File: src/hw/rtl/gcnwgu_pkg.sv
// Package for the GCN weight-gradient update block: operation codes, data
// widths, default table dimensions and the request/result structs of the
// update stage. Depends on nothing.
package gcnwgu_pkg;

    // Default table dimensions.
    localparam int DEF_FEATURES = 16;
    localparam int DEF_OUTPUTS  = 16;

    // Width used to compare 4-bit indexes with dimensions up to 256.
    localparam int DIM_W = 9;

    // Value widths.
    localparam int W_W    = 32;   // weight, Q16.16
    localparam int G_W    = 48;   // gradient, Q32.16
    localparam int LR_W   = 16;   // learning rate, Q0.16
    localparam int PROD_W = 64;   // product ahead of rounding, Q32.32

    localparam logic [LR_W-1:0] LR_RESET = 16'd655;

    // Saturation limits.
    localparam logic [W_W-1:0] W_MAX = {1'b0, {(W_W-1){1'b1}}};
    localparam logic [W_W-1:0] W_MIN = {1'b1, {(W_W-1){1'b0}}};
    localparam logic [G_W-1:0] G_MAX = {1'b0, {(G_W-1){1'b1}}};
    localparam logic [G_W-1:0] G_MIN = {1'b1, {(G_W-1){1'b0}}};

    typedef enum logic [1:0] {
        OP_WRITE  = 2'd0,
        OP_ACCUM  = 2'd1,
        OP_UPDATE = 2'd2,
        OP_READ   = 2'd3
    } op_e_t;

    // Operands of one operation as they enter the update stage.
    typedef struct packed {
        op_e_t             op;
        logic              in_range;
        logic [W_W-1:0]    ax;
        logic [W_W-1:0]    w_old;
        logic [G_W-1:0]    g_old;
        logic [PROD_W-1:0] prod;
    } upd_req_t;

    // Table entry to write back and the result to deliver.
    typedef struct packed {
        logic           wr_en;
        logic [W_W-1:0] w_new;
        logic [G_W-1:0] g_new;
        logic [W_W-1:0] weight_out;
        logic           saturated;
    } upd_res_t;

endpackage

File: src/hw/rtl/gcnwgu_arith.sv
// Update stage of the GCN weight-gradient update block: writes a weight, rounds
// the product, accumulates or steps the entry, and saturates; a read changes nothing.
// Depends on gcnwgu_pkg.
module gcnwgu_arith (
    input  gcnwgu_pkg::upd_req_t req,
    output gcnwgu_pkg::upd_res_t res
);

    localparam int G_W = gcnwgu_pkg::G_W;
    localparam int W_W = gcnwgu_pkg::W_W;

    logic [G_W-1:0] p_hi;
    logic           p_round;
    logic [G_W:0]   acc_sum;
    logic           acc_ovf;
    logic [G_W-1:0] g_acc;
    logic [G_W:0]   upd_diff;
    logic           upd_ovf;
    logic [W_W-1:0] w_upd;

    // Rounding to Q32.16 adds half an LSB and floors, which equals the
    // arithmetic shift plus bit 15 as a carry into the following add.
    assign p_hi    = req.prod[gcnwgu_pkg::PROD_W-1:16];
    assign p_round = req.prod[15];

    assign acc_sum = {req.g_old[G_W-1], req.g_old} + {p_hi[G_W-1], p_hi}
                     + (G_W+1)'(p_round);
    assign acc_ovf = acc_sum[G_W] ^ acc_sum[G_W-1];
    assign g_acc   = acc_ovf ? (acc_sum[G_W] ? gcnwgu_pkg::G_MIN : gcnwgu_pkg::G_MAX)
                             : acc_sum[G_W-1:0];

    // w - round(p) = w + ~floor(p) + 1 - p[15]
    assign upd_diff = {{(G_W+1-W_W){req.w_old[W_W-1]}}, req.w_old}
                      + {~p_hi[G_W-1], ~p_hi} + (G_W+1)'(!p_round);
    assign upd_ovf  = !((&upd_diff[G_W:W_W-1]) || !(|upd_diff[G_W:W_W-1]));
    assign w_upd    = upd_ovf ? (upd_diff[G_W] ? gcnwgu_pkg::W_MIN : gcnwgu_pkg::W_MAX)
                              : upd_diff[W_W-1:0];

    always_comb
    begin
        res.wr_en      = 1'b0;
        res.w_new      = req.w_old;
        res.g_new      = req.g_old;
        res.weight_out = req.w_old;
        res.saturated  = 1'b0;
        case (req.op)
            gcnwgu_pkg::OP_WRITE:
            begin
                res.wr_en      = 1'b1;
                res.w_new      = req.ax;
                res.weight_out = req.ax;
            end
            gcnwgu_pkg::OP_ACCUM:
            begin
                res.wr_en     = 1'b1;
                res.g_new     = g_acc;
                res.saturated = acc_ovf;
            end
            gcnwgu_pkg::OP_UPDATE:
            begin
                res.wr_en      = 1'b1;
                res.w_new      = w_upd;
                res.g_new      = '0;
                res.weight_out = w_upd;
                res.saturated  = upd_ovf;
            end
            default:
            begin
                res.wr_en = 1'b0;
            end
        endcase
        // An index beyond the table leaves the state alone and answers zero.
        if (!req.in_range)
        begin
            res.wr_en      = 1'b0;
            res.weight_out = '0;
            res.saturated  = 1'b0;
        end
    end

endmodule
File: config.mk
export PLATFORM = sky130hd
export DESIGN_NAME = gcnwgu_arith
export DESIGN_NICKNAME = d
export VERILOG_FILES = /design/src/hw/rtl/gcnwgu_pkg.sv /design/src/hw/rtl/gcnwgu_arith.sv
export SDC_FILE = /design/constraint.sdc
export NUM_CORES = 1
export LEC_CHECK = 0
export BUFFER_PORTS_ARGS = -buffer_cell sky130_fd_sc_hd__buf_2
export CAP_MARGIN = 25
export CELL_PAD_IN_SITES_DETAIL_PLACEMENT = 0
export CELL_PAD_IN_SITES_GLOBAL_PLACEMENT = 1
export CORE_MARGIN = 2
export CORE_UTILIZATION = 36
export DETAILED_ROUTE_END_ITERATION = 7
export PLACE_DENSITY = 0.82
export SLEW_MARGIN = 5
export SYNTH_ARGS = -nofsm -noshare
export SYNTH_HDL_FRONTEND = slang
export SYNTH_SLANG_ARGS = --single-unit
File: constraint.sdc
create_clock -name vclk -period 9.4
set_clock_uncertainty 0.2 [all_clocks]
set_input_delay 1.88 -clock vclk [all_inputs]
set_output_delay 1.88 -clock vclk [all_outputs]
set_load 0.05 [all_outputs]
==> flow_summary.ini <==
[critical_path]
data_required_critical_path_ns = 7.32
worstSetupPathType = input pin to output port
timing.critical_path.to_type = output port
timing.critical_path.fanout_max = 52
startpoint = req[15]
worst_setup_path_start_kind = input pin
crit_arrival_ns = 6.83

[global_routing]
antenna_violations_before_repair = 6
most_used_routing_layer = met2
global_route.overflow_total = 0
grt_util_met1_pct = 35.1
grt_pass1_wl_um = 49700
grt.met2_usage_pct = 42.3
first_global_vias = 9493
grt_start_max_net_pins = 61
grt_met3_use_pct = 0.947
grt_util_all_layers_pct = 25.1

[placed_design]
place_congestion = 0.977
port_buffers = 278
dpl.hpwl_um = 27200
placedInstanceArea_um2 = 9820

[route]
drc_errors = 0
wirelength_um = 32600
route.antenna.remaining_nets = 0
detailedRoute.firstPassIterationCount = 6
detailroute.via_count = 10478
route.detailed.vias_per_inst = 5.97
dr.first_iter.drc_count = 874
route.detailed.wl_per_inst_um = 18.6

[timing]
worst_slew_margin_rel_pct = 37.1
rsz0062_at_grt = false
hold_violations = 0
drv_slew = 0
totalNegativeSetupSlack_ns = 0
timing.fmax_mhz = 112
tightestPinTransition_ns = 0.943
layout_min_cycle_time_ns = 8.91
final_worst_path_period_share_pct = 94.8
hold_worst_slack_ns = 3.97
finalSetupViolations = 0

[clocking]
cts_resized = 0
cts_setup_buffers = 0
holdBufCountCts = 0

[synth]
synth_commonest_cells = sky130_fd_sc_hd__a21oi_1, sky130_fd_sc_hd__inv_1, sky130_fd_sc_hd__ha_1
seq_area_frac_synth_pct = 0
synth_area_leaders = sky130_fd_sc_hd__ha_1, sky130_fd_sc_hd__a21oi_1, sky130_fd_sc_hd__a21o_1
syn-cell-area_um2 = 8250
yosysMostFrequentCell = sky130_fd_sc_hd__a21oi_1
postSynthAreaPerCell_um2 = 6.64
postSynthCellCount = 1242
syn_nets = 1523
yosysWarnings = 0
netlist.area_leader.share_pct = 14.9
synth_cell_type_count = 81
synthDominantAreaCellType = sky130_fd_sc_hd__ha_1

[die]
die_height_um = 155
die_footprint_um2 = 24100
ios = 293
fp-row-count = 55
die_w_um = 155
core_area_um2 = 22600
floorplan.initialDensity_pct = 36.5

[pwr]
power.internal_uw = 316
total_switching_power_uw = 609
part_of_the_power_in_combinational_logic_pct = 100.0
power.leakage_uw = 0.00503
power.switching_fraction_pct = 65.9
power.ir.vdd_worst_uv = 45.8
power.density_nw_per_um2 = 94.1
clkPwrFrac_pct = 0
seq_power_share_pct = 0
fin_total_pwr_uw = 925

[layout]
ff_latch_area_um2 = 0
flow.area_growth_from_synthesis_pct = 19.1
layout.nets = 1748
finish.instance_area_um2 = 9830
final_layout_size_suffix_gt1_share_pct = 22.4
layout_clock_buffer_count = 0
sequential_cell_count = 0

[hold_path]
hold_depth = 4
min_to = res[51]
worst_hold_path_type = input pin to output port
worst_hold_startpoint = req[82]

[outcome]
status = completed

[job]
drv.max_cap_violation_count = 0
metal layers:
| layer | vias to the layer above | share of wire [%] |
|---|---|---|
| li1 | 5120 | - |
| met4 | 4 | 2.8 |
| met3 | 65 | 5.0 |
| met2 | 370 | 45 |
| met1 | 4919 | 47 |
| met5 | - | 0.083 |
logic make-up (layout without fill, tap and decap cells):
group	Yosys count	count (layout)	share of synthesized area [%]
AOI/OAI and AO/OA	544	544	45.6
and+or+nand+nor	320	320	20.5
buffers and inverters	195	418	9.43
adders and majority gates	102	102	15.8
xor gates and xnor gates	79	79	8.39
muxes	2	2	0.243
other	0	4	0
final cells by class:
| cell class | count | area (um^2) |
|---|---|---|
| Antenna cell | 4 | 10.0 |
| Inverter | 126 | 473 |
| Multi-Input combinational cell | 1047 | 7490 |
| Tap cell | 285 | 357 |
| Timing Repair Buffer | 292 | 1500 |
| Fill cell | 2438 | 12700 |
through the flow:
stage               std cells  setup WS [ns]  utilization (%)
floorplan                1242           1.30                -
global placement         1750          0.634             43.5
detailed placement       1750          0.562             43.5
CTS                      1750          0.544             43.5
global route             1754          0.192             43.5
finish                   1754          0.486             43.5
power by group through the flow:
stage,Combinational (uW),Sequential [uW],Clock [uW]
2_1_floorplan,684,0,0
3_3_place_gp,908,0,0
3_5_place_dp,911,0,0
4_1_cts,916,0,0
5_1_grt,996,0,0.0000569
6_report,925,0,0.0000570
worst max-delay path by stage:
| stage | end | slack [ns] | depth (start not counted) |
|---|---|---|---|
| after global routing | res[19] | 0.19 | 18 |
| after global placement | res[23] | 0.63 | 18 |
| after detailed placement | res[23] | 0.56 | 18 |
| after CTS | res[23] | 0.54 | 18 |
| after floorplan | res[10] | 1.30 | 17 |
| final | res[23] | 0.49 | 18 |
critical path, cell delays in order:
cell and delay, ns:
sky130_fd_sc_hd__buf_2 0.13, sky130_fd_sc_hd__inv_1 0.07, sky130_fd_sc_hd__fa_1 0.46, sky130_fd_sc_hd__inv_1 0.09
sky130_fd_sc_hd__fa_1 0.20, sky130_fd_sc_hd__nand2b_1 0.15, sky130_fd_sc_hd__a21o_1 0.18, sky130_fd_sc_hd__a31oi_1 0.12
sky130_fd_sc_hd__a211o_1 0.40, sky130_fd_sc_hd__o211ai_1 0.33, sky130_fd_sc_hd__a211oi_1 0.17, sky130_fd_sc_hd__nor4_1 0.28
sky130_fd_sc_hd__or4b_2 0.68, sky130_fd_sc_hd__or4b_4 0.58, sky130_fd_sc_hd__a21oi_4 0.13, sky130_fd_sc_hd__buf_4 0.44
sky130_fd_sc_hd__a22o_1 0.22, sky130_fd_sc_hd__buf_2 0.27
placed cells by master, fill, tap and decap left out, types with 19 or more instances in the layout:
master,instances
sky130_fd_sc_hd__buf_2,278
sky130_fd_sc_hd__a21oi_1,143
sky130_fd_sc_hd__inv_1,126
sky130_fd_sc_hd__ha_1,98
sky130_fd_sc_hd__nor2_1,70
sky130_fd_sc_hd__nand2_1,69
sky130_fd_sc_hd__a21o_1,67
sky130_fd_sc_hd__o21ai_0,59
sky130_fd_sc_hd__xnor2_1,51
sky130_fd_sc_hd__o22ai_1,49
sky130_fd_sc_hd__and2_1,34
sky130_fd_sc_hd__a221o_1,30
sky130_fd_sc_hd__a22o_1,30
sky130_fd_sc_hd__xor2_1,28
sky130_fd_sc_hd__nand3_1,20
sky130_fd_sc_hd__nand4_1,19
sky130_fd_sc_hd__o21a_1,19
No activity file was read; power rests on OpenSTA's default activity.
